--- src/sv/calendar_date_advance_core_defines.svh ---
// ----------------------------------------------------------------------------
// Assertion macros for the calendar date advance core
// Each macro expands to a concurrent assertion clocked on clk, or to nothing
// when the design is built for synthesis.
// ----------------------------------------------------------------------------
`ifndef CALENDAR_DATE_ADVANCE_CORE_DEFINES_SVH
`define CALENDAR_DATE_ADVANCE_CORE_DEFINES_SVH

`ifndef SYNTHESIS
// Checked only while out of reset
`define CDA_ASSERT(lbl, prop, msg) \
    lbl: assert property (@(posedge clk) disable iff (!rst_n) prop) else $error(msg);
// Checked at every edge, reset included
`define CDA_ASSERT_ALWAYS(lbl, prop, msg) \
    lbl: assert property (@(posedge clk) prop) else $error(msg);
`else
`define CDA_ASSERT(lbl, prop, msg)
`define CDA_ASSERT_ALWAYS(lbl, prop, msg)
`endif

`endif

--- src/sv/cda_pkg.sv ---
`timescale 1ns / 1ps
// ----------------------------------------------------------------------------
// cda_pkg
// Shared constants, controller/datapath interface types and calendar
// helper functions for the date advance core.
// ----------------------------------------------------------------------------
package cda_pkg;

    localparam int CDA_COUNT_BITS = 16;

    localparam logic MODE_LOAD    = 1'b0;
    localparam logic MODE_ADVANCE = 1'b1;

    localparam logic [3:0] MONTH_JAN = 4'd1;
    localparam logic [3:0] MONTH_FEB = 4'd2;
    localparam logic [3:0] MONTH_APR = 4'd4;
    localparam logic [3:0] MONTH_JUN = 4'd6;
    localparam logic [3:0] MONTH_SEP = 4'd9;
    localparam logic [3:0] MONTH_NOV = 4'd11;
    localparam logic [3:0] MONTH_DEC = 4'd12;

    localparam logic [4:0] DAY_FIRST = 5'd1;
    localparam logic [4:0] DAYS_31   = 5'd31;
    localparam logic [4:0] DAYS_30   = 5'd30;
    localparam logic [4:0] DAYS_29   = 5'd29;
    localparam logic [4:0] DAYS_28   = 5'd28;

    localparam int         YLEN_BITS        = 9;
    localparam logic [8:0] DAYS_LEAP_YEAR   = 9'd366;
    localparam logic [8:0] DAYS_COMMON_YEAR = 9'd365;

    // y is a multiple of 25 iff y * inv(25) mod 2^16 <= floor(65535 / 25)
    localparam logic [15:0] INV25_MOD16   = 16'd23593;
    localparam logic [15:0] DIV25_LIMIT   = 16'd2621;

    typedef struct packed {
        logic load;       // take the accepted transaction into the datapath
        logic calc_leap;  // refresh the leap flag from the current year
        logic step;       // one calendar step toward the target date
        logic capture;    // move the finished date into the output register
    } cda_cmd_t;

    typedef struct packed {
        logic count_zero; // no days left to add
        logic year_wrap;  // the pending step changes the year
    } cda_sts_t;

    // Leap: divisible by 4 and not by 100, or by 400.
    // With y % 4 == 0: y % 100 == 0 iff 25 | y, and y % 400 == 0 iff also 16 | y.
    function automatic logic is_leap(input logic [15:0] y);
        logic [31:0] prod;
        logic        div25;
        prod  = 32'(y) * 32'(INV25_MOD16);
        div25 = (prod[15:0] <= DIV25_LIMIT);
        return (y[1:0] == 2'b00) && (!div25 || (y[3:0] == 4'b0000));
    endfunction

    function automatic logic [4:0] month_len(input logic [3:0] m, input logic leap);
        logic [4:0] len;
        unique case (m) inside
            MONTH_FEB:                               len = leap ? DAYS_29 : DAYS_28;
            MONTH_APR, MONTH_JUN, MONTH_SEP, MONTH_NOV: len = DAYS_30;
            default:                                 len = DAYS_31;
        endcase
        return len;
    endfunction

endpackage

--- src/sv/cda_ctrl.sv ---
`timescale 1ns / 1ps
// ----------------------------------------------------------------------------
// cda_ctrl
// Sequencer for the date advance core: accepts a transaction, walks the
// datapath through leap refresh and calendar steps, and hands the result
// to the output register.
// ----------------------------------------------------------------------------
`include "calendar_date_advance_core_defines.svh"

module cda_ctrl
    import cda_pkg::*;
(
    input  logic     clk,
    input  logic     rst_n,
    input  logic     in_valid,
    output logic     in_ready,
    output logic     out_valid,
    input  logic     out_ready,
    input  cda_sts_t sts,
    output cda_cmd_t cmd
);

    localparam logic [1:0] ST_IDLE = 2'd0;
    localparam logic [1:0] ST_LEAP = 2'd1;
    localparam logic [1:0] ST_RUN  = 2'd2;
    localparam logic [1:0] ST_DONE = 2'd3;

    logic [1:0] state_reg, state_next;
    logic       out_valid_reg, out_valid_next;

    always_comb
    begin
        cmd.load      = (state_reg == ST_IDLE) && in_valid;
        cmd.calc_leap = (state_reg == ST_LEAP);
        cmd.step      = (state_reg == ST_RUN) && !sts.count_zero;
        cmd.capture   = (state_reg == ST_DONE) && (!out_valid_reg || out_ready);
    end

    always_comb
    begin
        state_next = state_reg;
        unique case (state_reg)
            ST_IDLE:
            begin
                if (in_valid)
                    state_next = ST_LEAP;
            end
            ST_LEAP:
            begin
                state_next = ST_RUN;
            end
            ST_RUN:
            begin
                if (sts.count_zero)
                    state_next = ST_DONE;
                else if (sts.year_wrap)
                    state_next = ST_LEAP;
            end
            ST_DONE:
            begin
                if (cmd.capture)
                    state_next = ST_IDLE;
            end
            default:
            begin
                state_next = ST_IDLE;
            end
        endcase
    end

    always_comb
    begin
        if (cmd.capture)
            out_valid_next = 1'b1;
        else if (out_ready)
            out_valid_next = 1'b0;
        else
            out_valid_next = out_valid_reg;
    end

    always_ff @(posedge clk or negedge rst_n)
    begin
        if (!rst_n)
        begin
            state_reg     <= ST_IDLE;
            out_valid_reg <= 1'b0;
        end
        else
        begin
            state_reg     <= state_next;
            out_valid_reg <= out_valid_next;
        end
    end

    assign in_ready  = (state_reg == ST_IDLE);
    assign out_valid = out_valid_reg;

    `CDA_ASSERT(a_capture_no_overwrite, cmd.capture && out_valid_reg |-> out_ready, "result overwritten before transaction")
    `CDA_ASSERT(a_capture_sets_valid, cmd.capture |=> out_valid_reg, "captured result not presented")
    `CDA_ASSERT(a_leap_after_wrap, cmd.step && sts.year_wrap |=> cmd.calc_leap, "year changed without leap refresh")

endmodule

--- src/sv/cda_datapath.sv ---
`timescale 1ns / 1ps
// ----------------------------------------------------------------------------
// cda_datapath
// Date registers, remaining day count, leap flag and output register.
// Step commands perform one calendar step per cycle, paused by leap refreshes.
// ----------------------------------------------------------------------------
`include "calendar_date_advance_core_defines.svh"

module cda_datapath
    import cda_pkg::*;
#(
    parameter int COUNT_BITS = CDA_COUNT_BITS
)
(
    input  logic        clk,
    input  logic        rst_n,
    input  cda_cmd_t    cmd,
    output cda_sts_t    sts,
    input  logic        mode,
    input  logic [4:0]  new_day,
    input  logic [3:0]  new_month,
    input  logic [15:0] new_year,
    input  logic [15:0] day_count,
    output logic [4:0]  day,
    output logic [3:0]  month,
    output logic [15:0] year,
    output logic        leap_year
);

    localparam int CMP_BITS = (COUNT_BITS > YLEN_BITS) ? COUNT_BITS : YLEN_BITS;

    logic [4:0]            day_reg, day_next;
    logic [3:0]            month_reg, month_next;
    logic [15:0]           year_reg, year_next;
    logic                  leap_reg, leap_next;
    logic [COUNT_BITS-1:0] count_reg, count_next;

    logic [4:0]            day_out_reg;
    logic [3:0]            month_out_reg;
    logic [15:0]           year_out_reg;
    logic                  leap_out_reg;

    logic [4:0]            load_day;
    logic [3:0]            load_month;
    logic [31:0]           count_ext;
    logic [8:0]            ylen;
    logic [4:0]            mlen;
    logic [4:0]            room;
    logic [CMP_BITS-1:0]   n_cmp;
    logic [CMP_BITS-1:0]   ylen_cmp;
    logic [CMP_BITS-1:0]   room_cmp;
    logic                  year_start;
    logic                  skip_year;
    logic                  day_in;
    logic                  short_step;

    always_comb
    begin
        // Clamp a zero day and an out-of-range month on load
        load_day = (new_day == 5'd0) ? DAY_FIRST : new_day;
        if (new_month == 4'd0)
            load_month = MONTH_JAN;
        else if (new_month > MONTH_DEC)
            load_month = MONTH_DEC;
        else
            load_month = new_month;

        count_ext  = 32'(day_count);
        ylen       = leap_reg ? DAYS_LEAP_YEAR : DAYS_COMMON_YEAR;
        mlen       = month_len(month_reg, leap_reg);
        room       = mlen - day_reg;
        n_cmp      = CMP_BITS'(count_reg);
        ylen_cmp   = CMP_BITS'(ylen);
        room_cmp   = CMP_BITS'(room);
        year_start = (day_reg == DAY_FIRST) && (month_reg == MONTH_JAN);
        skip_year  = year_start && (n_cmp >= ylen_cmp);
        day_in     = (day_reg < mlen);
        short_step = (n_cmp < room_cmp);
    end

    always_comb
    begin
        day_next   = day_reg;
        month_next = month_reg;
        year_next  = year_reg;
        leap_next  = leap_reg;
        count_next = count_reg;
        if (cmd.load)
        begin
            if (mode == MODE_LOAD)
            begin
                day_next   = load_day;
                month_next = load_month;
                year_next  = new_year;
                count_next = '0;
            end
            else
            begin
                count_next = count_ext[COUNT_BITS-1:0];
            end
        end
        else if (cmd.calc_leap)
        begin
            leap_next = is_leap(year_reg);
        end
        else if (cmd.step)
        begin
            if (skip_year)
            begin
                // Skip a whole year from January 1st
                count_next = count_reg - COUNT_BITS'(ylen);
                year_next  = year_reg + 16'd1;
            end
            else if (day_in)
            begin
                if (short_step)
                begin
                    day_next   = day_reg + n_cmp[4:0];
                    count_next = '0;
                end
                else
                begin
                    day_next   = day_reg + room;
                    count_next = count_reg - COUNT_BITS'(room);
                end
            end
            else
            begin
                // At or past month end: roll to the 1st of the next month
                day_next   = DAY_FIRST;
                count_next = count_reg - COUNT_BITS'(1);
                if (month_reg >= MONTH_DEC)
                begin
                    month_next = MONTH_JAN;
                    year_next  = year_reg + 16'd1;
                end
                else
                begin
                    month_next = month_reg + 4'd1;
                end
            end
        end
    end

    always_ff @(posedge clk or negedge rst_n)
    begin
        if (!rst_n)
        begin
            day_reg   <= DAY_FIRST;
            month_reg <= MONTH_JAN;
            year_reg  <= 16'd0;
            leap_reg  <= 1'b1;
            count_reg <= '0;
        end
        else
        begin
            day_reg   <= day_next;
            month_reg <= month_next;
            year_reg  <= year_next;
            leap_reg  <= leap_next;
            count_reg <= count_next;
        end
    end

    always_ff @(posedge clk)
    begin
        if (cmd.capture)
        begin
            day_out_reg   <= day_reg;
            month_out_reg <= month_reg;
            year_out_reg  <= year_reg;
            leap_out_reg  <= leap_reg;
        end
    end

    always_comb
    begin
        sts.count_zero = (count_reg == '0);
        sts.year_wrap  = skip_year || (!day_in && (month_reg >= MONTH_DEC));
    end

    assign day       = day_out_reg;
    assign month     = month_out_reg;
    assign year      = year_out_reg;
    assign leap_year = leap_out_reg;

    `CDA_ASSERT(a_month_range, (month_reg >= MONTH_JAN) && (month_reg <= MONTH_DEC), "month out of range")
    `CDA_ASSERT(a_day_nonzero, day_reg != 5'd0, "day register holds zero")
    `CDA_ASSERT(a_count_no_grow, !cmd.load |=> count_reg <= $past(count_reg), "day count grew without a load")

endmodule

--- src/sv/calendar_date_advance_core.sv ---
`timescale 1ns / 1ps
// ----------------------------------------------------------------------------
// calendar_date_advance_core
// Gregorian date register with load and advance-by-N-days.
// ----------------------------------------------------------------------------
// Usage:
//   Input channel (in_valid/in_ready): mode = 0 loads new_day/new_month/
//   new_year (day 0 taken as 1, month clamped to 1..12); mode = 1 adds
//   day_count (low COUNT_BITS bits) to the held date.
//   Output channel (out_valid/out_ready): one result per input transaction,
//   the date after it and the leap flag of its year.
//   A load or a zero count passes from acceptance through a leap refresh,
//   the run state and the done state, where the result is registered. An
//   advance adds a run-state step per calendar step (a partial month, a
//   month rollover or a whole year skipped from January 1st) and one more
//   leap refresh per year change. The single step unit walks the date one
//   step per cycle, paused by each leap refresh.
//   A new transaction is taken only once the previous one is finished; it
//   may be accepted while the previous result still waits in the output
//   register. If the receiver stalls, the finished date waits until the
//   output register frees up.
//   Reset sets the date to January 1st of year 0 and empties the output.
// ----------------------------------------------------------------------------
module calendar_date_advance_core
    import cda_pkg::*;
#(
    parameter int COUNT_BITS = CDA_COUNT_BITS
)
(
    input  logic        clk,
    input  logic        rst_n,
    input  logic        in_valid,
    output logic        in_ready,
    input  logic        mode,
    input  logic [4:0]  new_day,
    input  logic [3:0]  new_month,
    input  logic [15:0] new_year,
    input  logic [15:0] day_count,
    output logic        out_valid,
    input  logic        out_ready,
    output logic [4:0]  day,
    output logic [3:0]  month,
    output logic [15:0] year,
    output logic        leap_year
);

    cda_cmd_t cmd;
    cda_sts_t sts;

    cda_ctrl u_ctrl
    (
        .clk       (clk),
        .rst_n     (rst_n),
        .in_valid  (in_valid),
        .in_ready  (in_ready),
        .out_valid (out_valid),
        .out_ready (out_ready),
        .sts       (sts),
        .cmd       (cmd)
    );

    cda_datapath #(
        .COUNT_BITS (COUNT_BITS)
    ) u_datapath
    (
        .clk       (clk),
        .rst_n     (rst_n),
        .cmd       (cmd),
        .sts       (sts),
        .mode      (mode),
        .new_day   (new_day),
        .new_month (new_month),
        .new_year  (new_year),
        .day_count (day_count),
        .day       (day),
        .month     (month),
        .year      (year),
        .leap_year (leap_year)
    );

endmodule

--- config.mk ---
export PLATFORM = sky130hd
export DESIGN_NAME = calendar_date_advance_core
export DESIGN_NICKNAME = d
export VERILOG_FILES = /design/src/sv/cda_pkg.sv /design/src/sv/cda_ctrl.sv /design/src/sv/cda_datapath.sv /design/src/sv/calendar_date_advance_core.sv
export VERILOG_INCLUDE_DIRS = /design/src /design/src/sv
export SDC_FILE = /design/constraint.sdc
export NUM_CORES = 1
export LEC_CHECK = 0
export ABC_CLOCK_PERIOD_IN_PS = 12320
export BUFFER_PORTS_ARGS = -buffer_cell sky130_fd_sc_hd__buf_2
export CAP_MARGIN = 10
export CELL_PAD_IN_SITES_DETAIL_PLACEMENT = 1
export CELL_PAD_IN_SITES_GLOBAL_PLACEMENT = 2
export CORE_AREA = 5 5 169 106
export DETAILED_ROUTE_END_ITERATION = 8
export DIE_AREA = 0 0 174 111
export MAX_ROUTING_LAYER = met4
export PLACE_DENSITY = 0.95
export RECOVER_POWER = 100
export SYNTH_ARGS = -nofsm -noshare
export SYNTH_HDL_FRONTEND = slang
export SYNTH_HIERARCHICAL = 1
export SYNTH_SLANG_ARGS = --single-unit
--- constraint.sdc ---
create_clock -name clk -period 12.32 [get_ports clk]
set_clock_uncertainty 0.15 [all_clocks]
set_input_delay 2.464 -clock clk [delete_from_list [all_inputs] [get_ports clk]]
set_output_delay 2.464 -clock clk [all_outputs]
set_load 0.01 [all_outputs]
## Word-level counts from Yosys, hierarchy flattened

Index checks and enable logic that the tools add are counted.

| word-level totals | value |
|---|---|
| register bits | 71 |
| output and inout bits | 28 |
| logic and storage cells | 116 |

| operators by class | value |
|---|---|
| $add $sub $neg | 8 |
| $mul | 1 |
| $lt $le $gt $ge | 6 |
| equality and inequality tests | 18 |
| multiplexer cells | 41 |
| bitwise logic cells | 1 |
| reductions and logical operators | 30 |

Operator list:

| cell | count |
|---|---|
| 16-bit 2-to-1 mux | 14 |
| 5-bit 2-to-1 mux | 8 |
| 4-bit 2-to-1 mux | 9 |
| 16-bit by 1-bit adder with 16-bit output, second input constant | 1 |
| 16-bit by 9-bit greater-or-equal comparator with 1-bit output | 1 |
| 16-bit by 12-bit <= comparator with 1-bit output, second input constant | 1 |
| 16-bit logical NOT | 1 |
| 16-bit by 5-bit less-than comparator with 1-bit output | 1 |
| 16-bit by 15-bit multiplier with 16-bit output, second input constant | 1 |
| 16-bit by 1-bit subtractor with 16-bit output, second input constant | 1 |
| 16-bit by 5-bit subtractor with 16-bit output | 1 |
| 16-bit by 9-bit subtractor with 16-bit output | 1 |
| 5-bit adder | 2 |
| 2-bit 2-to-1 mux | 5 |
| 2-bit != test, second input constant | 5 |
| 5-bit one-hot mux with 2 select lines | 1 |
| 5-bit AND reduction | 2 |
| 4-bit by 3-bit == test with 1-bit output, second input constant | 2 |
| 4-bit == test, second input constant | 2 |
| 4-bit logical NOT | 2 |
| 2-bit one-hot mux with 4 select lines | 1 |
| 1-bit logical AND | 7 |
| 3-bit by 2-bit != test with 1-bit output, second input constant | 2 |
| 5-bit by 1-bit == test with 1-bit output, second input constant | 1 |
| other kinds (22) | 33 |

## Depth between registers and ports, before layout

Gate-level depths: netlist (run 1).

| depth | value |
|---|---|
| depth after elaboration | 11 |
| depth in mapped cells | 24 |

## Modules after synthesis

The synthesis (run 1) kept the hierarchy.

By module, submodules not included:

| module | times used | cells an instance | area each (um2) | sequential area each (um2) |
|---|---|---|---|---|
| cda_datapath | 1 | 681 | 6192.2 | 1835.5 |
| cda_ctrl | 1 | 18 | 167.7 | 75.1 |

## Least setup slack after synthesis (run 1)

No wires, ideal clock.

| timing | value |
|---|---|
| path kind | register -> register |
| start | reg u_datapath.month_reg[0] |
| end | reg u_datapath.day_reg[4] |
| setup time | 0.128 ns |
| arrival | 4.276 ns |
| required time | 12.042 ns |
| path slack | 7.766 ns |
| stages on the path, launching flop included | 20 |
| period minus slack after synthesis | 4.554 ns |
| path through | dfstp_2 -> inv_1 -> ha_1 -> o21ai_0 -> o21ai_0 -> o21a_1 -> ha_1 -> fa_1 -> fa_1 -> a211oi_1 -> o211a_1 -> nand2_1 -> nor2_1 -> a21oi_1 -> ha_1 -> fa_1 -> a21o_1 -> a21oi_1 -> xnor2_1 -> o21ai_0 |

| on the way | value |
|---|---|
| longest elaborated chain between the ends | 11 |
| elaborated cells on any way between the ends | 22 |
| classes of those cells | add/sub: 2; order compare: 2; eq/ne: 7; mux: 7; reduce/logical: 4 |

RTL lines:

| element | RTL line | text |
|---|---|---|
| from (decl) | cda_datapath.sv:33 | `logic [3:0] month_reg, month_next;` |
| from (signal assigned) | cda_datapath.sv:158 | `month_reg <= month_next;` |
| 4-bit == test / 4-bit by 3-bit == test with 1-bit output (equally long branches) | cda_datapath.sv:70 | `mlen = month_len(month_reg, leap_reg);` |
| 4-bit OR reduction | cda_pkg.sv:60 | `unique case (m) inside` |
| 5-bit one-hot mux with 2 select lines | cda_pkg.sv:60 |  |
| 5-bit subtractor | cda_datapath.sv:71 | `room = mlen - day_reg;` |
| 16-bit by 5-bit less-than comparator with 1-bit output / 5-bit adder (equally long branches) | cda_datapath.sv:78, cda_datapath.sv:123 |  |
| 5-bit 2-to-1 mux | cda_datapath.sv:116 | `if (short_step)` |
| 5-bit 2-to-1 mux | cda_datapath.sv:114 | `else if (day_in)` |
| 5-bit 2-to-1 mux | cda_datapath.sv:108 | `if (skip_year)` |
| 5-bit 2-to-1 mux | cda_datapath.sv:106 | `else if (cmd.step)` |
| 5-bit 2-to-1 mux | cda_datapath.sv:102 | `else if (cmd.calc_leap)` |
| 5-bit 2-to-1 mux | cda_datapath.sv:88 | `if (cmd.load)` |
| to (signal assigned) | cda_datapath.sv:157 | `day_reg <= day_next;` |
| to (decl) | cda_datapath.sv:32 | `logic [4:0] day_reg, day_next;` |

Several ways; a longest one is shown, not always the timed one. The select of a mux whose other input is x is not followed.
A chain may end at the register's enable or synchronous reset.

==> results of run 1 <==
path summary, 6_finish.rpt:
check	from	to	slack [ns]	depth (start not counted)
max reg2reg	u_datapath/month_reg[0]	u_datapath/day_reg[3]	7.05	21
min reg2reg	u_datapath/year_reg[13]	u_datapath/year[13]	0.40	0
max	in_valid	u_datapath/year_reg[8]	5.69	7
min in group asynchronous	rst_n	u_datapath/day_reg[2]	2.91	2
max in group asynchronous	rst_n	u_datapath/year_reg[6]	7.59	2
min	u_datapath/year_reg[13]	u_datapath/year[13]	0.40	0
worst max-delay path, delay by kind of cell:
| family | cells | cell delay, ns |
|---|---|---|
| simple gates | 2 | 1.02 |
| compound gates | 2 | 0.35 |
| buf+inv | 3 | 2.86 |
final cells by class:
| type | instances | area [um^2] | share of cell area, % |
|---|---|---|---|
| Sequential cell | 71 | 1910 | 26.8 |
| Clock buffer | 9 | 225 | 3.16 |
| Multi-Input combinational cell | 538 | 4080 | 57.2 |
| Inverter | 63 | 236 | 3.31 |
| Tap cell | 209 | 262 | 3.66 |
| Timing Repair Buffer | 77 | 352 | 4.93 |
| Clock inverter | 7 | 71.3 | 0.999 |
cell usage in the layout, fill, tap and decap left out, types with 5 or more instances in the layout:
cell type  instances
ha_1              83
inv_1             62
nand2_1           56
a21oi_1           55
buf_2             44
nor2_1            43
o21ai_0           43
dfrtp_1           42
clkbuf_1          31
xnor2_1           31
edfxtp_1          26
fa_1              22
nand3_1           21
nor3_1            21
xor2_1            11
a22oi_1           10
clkbuf_16          9
a31oi_1            8
o22ai_1            7
and3_1             7
a21o_1             7
nand2b_1           6
o21a_1             6
a211oi_1           6
nand4_1            6
nor4_1             5
cells by family (layout without fill, tap and decap cells):
| family | count (synthesis) | count (layout) | synth area share, % |
|---|---|---|---|
| AND/OR/NAND/NOR | 197 | 197 | 15.6 |
| AO/OA/AOI/OAI | 193 | 193 | 19.7 |
| adder cells (fa/ha/maj) | 105 | 105 | 23.3 |
| buffers and inverters | 90 | 156 | 5.51 |
| flip-flops | 71 | 71 | 30.0 |
| XOR/XNOR | 42 | 42 | 5.78 |
| multiplexers | 1 | 1 | 0.157 |
metal layers:
layer | track usage, % | vias up
met5 | - | -
li1 | - | 2642
met1 | 33.3 | 2901
met2 | 30.6 | 201
met3 | 4.74 | 19
met4 | 4.64 | 0
through the flow:
| step | instances | utilization [%] | area [um^2] |
|---|---|---|---|
| final | 974 | 44.5 | 7140 |
| after global routing | 974 | 44.5 | 7140 |
| after CTS | 974 | 44.9 | 7200 |
| after detailed placement | 958 | 43.0 | 6900 |
| after global placement | 958 | 43.0 | 6900 |
| after floorplan | 699 | - | 6360 |
==> flow_metrics.py, run 1 <==
metrics = {
    "status": {
        "status": "finished with violations",
        "violations": "max-capacitance violations, max-slew violations",
    },
    "setup_path": {
        "cp.arrival_ns": 6.71,
        "cpMaxStageDelayCell": "clkbuf_1",
        "critical_path_class": "input port to flop",
        "crit_chain": "clkbuf_1 -> and2_0 -> clkbuf_1 -> clkinv_1 -> nor2_1 -> a22oi_1 -> o21ai_0",
        "cp_slowest_stage_delay_ns": 1.50,
        "path_max_fanout": 45,
        "worstSetupEndpointType": "flop",
        "cpMostUsedCell": "clkbuf_1",
        "cp-start-kind": "input port",
        "crit_required_ns": 12.40,
    },
    "die": {
        "ios": 74,
        "die_area_um2": 19300,
        "row_count": 36,
        "die_height_um": 111,
        "core-area_um2": 16000,
        "die_w_um": 174,
        "initial_utilization_pct": 39.7,
    },
    "sta": {
        "setup_ws_ns": 5.69,
        "slew_violations": 153,
        "relSlewSlack_pct": -78.9,
        "setup_viol": 0,
        "hold_slack_ns": 0.403,
        "timing.final.crit_period_ns": 6.63,
        "finalCritPeriodShare_pct": 53.8,
        "final.setup.tns_ns": 0,
        "tightest_slew_ns": 2.68,
        "fmax_mhz": 151,
        "rsz0062_at_grt": "no",
        "hold_violations": 0,
    },
    "synthesis": {
        "yosys.area.top_type": "dfrtp_1",
        "synth-edff-count": 26,
        "synth_seq_area_share_pct": 30.0,
        "synth_nets": 850,
        "synth_top_area_share_pct": 16.5,
        "synthFlopType": "dfrtp_1",
        "synth_area_leaders": "dfrtp_1 17%, ha_1 16%, edfxtp_1 12%",
        "yosys_warnings": 6,
        "synth.most_common_cell": "ha_1",
        "synth_area_per_cell_um2": 9.10,
        "synth_commonest_cells": "83 x ha_1, 62 x inv_1, 56 x nand2_1",
        "synth-async-reset-ratio_pct": 63.4,
        "netlist_area_um2": 6360,
        "ys_types": 71,
        "ys_ff_latch": 71,
        "synth_cells": 699,
    },
    "route": {
        "vias": 5763,
        "ant_nets": 0,
        "drt_iter0_markers": 543,
        "met1Wirelength_mm": 10.5,
        "wl_met2_mm": 8.59,
        "via_per_inst": 5.92,
        "totalWireLength_mm": 20.7,
        "top_layer_used": "met4",
        "first_pass_iters": 5,
        "drc_errors": 0,
        "wl_met3_mm": 1.41,
        "wl_per_cell_um": 21.3,
    },
    "finish": {
        "syn_to_final_growth_pct": 12.2,
        "diodes": 0,
        "largest_reg_flops": 32,
        "final_nets": 911,
        "fillers": 1906,
        "drive_above_1_share_pct": 9.15,
    },
    "clock_network": {
        "clkTransAtPathRegs_ns": 0.07,
        "cts_tree": "done",
        "clock-sinks": 71,
        "cts_buffer_depth": 2,
        "clockRootBuffer": "clkbuf_16",
        "clk-insertion-delay-late_ns": 0.34,
        "cts_buffers": 9,
        "cts_setup_buffers": 0,
        "htree_num_levels": 3,
        "hold_buffers": 0,
        "cts_resized": 0,
    },
    "place": {
        "io_buffers": 73,
        "dp_hpwl_mm": 16.0,
        "dp_slack_ns": 7.05,
        "gp_congestion": 0.932,
    },
    "global_route": {
        "antenna_found_initial": 0,
        "grt_overflow": 0,
        "grt_use_total_pct": 22.2,
        "grt_pass1_wl_mm": 33.5,
        "grt_max_degree": 46,
        "grt_pass1_vias": 5967,
    },
    "run": {
        "cap_viol_max_count": 5,
    },
    "min_path": {
        "hold_path.class": "flop to flop",
    },
}
Power of run 1 is not shown: default switching activity piles up to over one toggle a cycle in this logic, so the estimate is an artifact.
==> run 2: changes to the inputs <==
--- a/config.mk
+++ b/config.mk
@@ -6,16 +6,16 @@
 export SDC_FILE = /design/constraint.sdc
 export NUM_CORES = 1
 export LEC_CHECK = 0
-export ABC_CLOCK_PERIOD_IN_PS = 12320
+export ABC_CLOCK_PERIOD_IN_PS = 5500
 export BUFFER_PORTS_ARGS = -buffer_cell sky130_fd_sc_hd__buf_2
 export CAP_MARGIN = 10
 export CELL_PAD_IN_SITES_DETAIL_PLACEMENT = 1
 export CELL_PAD_IN_SITES_GLOBAL_PLACEMENT = 2
-export CORE_AREA = 5 5 169 106
+export CORE_AREA = 5 5 183 114
 export DETAILED_ROUTE_END_ITERATION = 8
-export DIE_AREA = 0 0 174 111
+export DIE_AREA = 0 0 188 119
 export MAX_ROUTING_LAYER = met4
-export PLACE_DENSITY = 0.95
+export PLACE_DENSITY = 0.89
 export RECOVER_POWER = 100
 export SYNTH_ARGS = -nofsm -noshare
 export SYNTH_HDL_FRONTEND = slang
==> constraint.sdc (replaced) <==
create_clock -name clk -period 5.5 [get_ports clk]
set_clock_uncertainty 0.15 [all_clocks]
set_input_delay 1.1 -clock clk [delete_from_list [all_inputs] [get_ports clk]]
set_output_delay 1.1 -clock clk [all_outputs]
set_load 0.01 [all_outputs]
==> flow_metrics.py, run 2 (synthesis results as in run 1) <==
metrics = {
    "status": {
        "status": "finished with violations",
        "violations": "max-capacitance violations, max-slew violations",
    },
    "setup_path": {
        "worstSetupEndpointType": "flop",
        "cp-start-kind": "flop",
        "crit_required_ns": 5.58,
        "critical_path_class": "flop to flop",
        "path_max_fanout": 9,
        "cp.arrival_ns": 5.20,
    },
    "global_route": {
        "grt_pass1_vias": 5837,
        "grt_pass1_wl_mm": 32.7,
        "grt_max_degree": 46,
        "antenna_found_initial": 0,
        "grt_use_total_pct": 18.9,
        "grt_overflow": 0,
    },
    "clock_network": {
        "clk-insertion-delay-late_ns": 0.36,
        "clkTransAtPathRegs_ns": 0.06,
        "cts_setup_buffers": 0,
        "cts_buffer_depth": 2,
        "cts_tree": "done",
        "clock-sinks": 71,
        "cts_resized": 0,
        "clockRootBuffer": "clkbuf_16",
        "cts_buffers": 9,
        "hold_buffers": 0,
        "htree_num_levels": 3,
    },
    "route": {
        "ant_nets": 0,
        "drt_iter0_markers": 370,
        "wl_per_cell_um": 19.7,
        "totalWireLength_mm": 20.0,
        "drc_errors": 0,
        "vias": 5603,
        "first_pass_iters": 6,
        "via_per_inst": 5.51,
    },
    "finish": {
        "ff_latch_area_um2": 1910,
        "multi_input_area_um2": 4090,
        "drive_above_1_share_pct": 10.0,
        "layout_common_cells": "83 x ha_1, 62 x inv_1, 56 x nand2_1",
        "largest_reg_flops": 32,
        "syn_to_final_growth_pct": 13.3,
        "final_nets": 916,
        "diodes": 0,
        "mostFrequentLayoutCell": "ha_1",
        "fillers": 2204,
    },
    "sta": {
        "fmax_mhz": 195,
        "relSlewSlack_pct": -92.6,
        "finalCritPeriodShare_pct": 93.2,
        "setup_viol": 0,
        "hold_violations": 0,
        "tightest_slew_ns": 2.89,
        "final.setup.tns_ns": 0,
        "setup_ws_ns": 0.375,
        "rsz0062_at_grt": "no",
        "slew_violations": 87,
        "timing.final.crit_period_ns": 5.13,
    },
    "place": {
        "dp_hpwl_mm": 15.4,
        "gp_congestion": 0.851,
        "io_buffers": 73,
        "dp_slack_ns": 0.438,
    },
    "die": {
        "die_height_um": 119,
        "core-area_um2": 18800,
        "ios": 74,
        "row_count": 39,
        "initial_utilization_pct": 33.8,
        "die_w_um": 188,
        "die_area_um2": 22400,
    },
    "run": {
        "cap_viol_max_count": 3,
    },
    "min_path": {
        "hold_path.class": "flop to flop",
    },
}
## run 2: final cells by class
| type | count | area share, % |
|---|---|---|
| clock buffers | 9 | 3.13 |
| clock inverters | 7 | 0.660 |
| inverters | 63 | 3.28 |
| multi-input cells | 538 | 56.8 |
| flip-flops and latches | 71 | 26.5 |
| well taps | 246 | 4.27 |
| repair buffers | 82 | 5.37 |
## run 2: path summary, 6_finish.rpt
kind | from | endpoint | slack [ns] | cells after the start
worst min register to register | u_datapath/month_reg[0] | u_datapath/month_reg[0] | 0.38 | 2
worst min-delay path | u_datapath/month_reg[0] | u_datapath/month_reg[0] | 0.38 | 2
worst max register to register | u_datapath/month_reg[0] | u_datapath/day_reg[4] | 0.37 | 20
max in group asynchronous | rst_n | u_datapath/year_reg[4] | 1.94 | 2
worst max-delay path | u_datapath/month_reg[0] | u_datapath/day_reg[4] | 0.37 | 20
min in group asynchronous | rst_n | u_datapath/count_reg[0] | 1.61 | 2
## run 2: through the flow
stage / instances / instance area, um^2 / hold WS (ns) / utilization (%)
global route: 1016 / 7200 / 0.433 / 38.2
finish: 1016 / 7200 / 0.380 / 38.2
floorplan: 699 / 6360 / 0.273 / -
CTS: 1016 / 7260 / 0.382 / 38.5
global placement: 1000 / 6990 / 0.363 / 37.1
detailed placement: 1000 / 6990 / 0.374 / 37.1
## run 2: worst max-delay path: stages (launching register included)
cell	delay (ns)
dfstp_2	0.59
inv_1	0.08
ha_1	0.19
o21ai_0	0.16
o21ai_0	0.11
o21a_1	0.21
ha_1	0.20
fa_1	0.40
xor2_1	0.25
ha_1	0.33
a211oi_1	0.36
o211a_1	0.28
nand2_1	0.24
nor2_1	0.18
a21oi_1	0.07
ha_1	0.23
fa_1	0.41
a21o_1	0.18
a21oi_1	0.17
xnor2_1	0.12
o21ai_0	0.09
## run 2: routing by layer
metal / GRT usage [%] / wire [um]
met1: 28.7 / 10500
met2: 25.4 / 8010
met3: 4.53 / 1280
met4: 3.80 / 176
met5: - / 0
Power of run 2 is left out for the same reason.
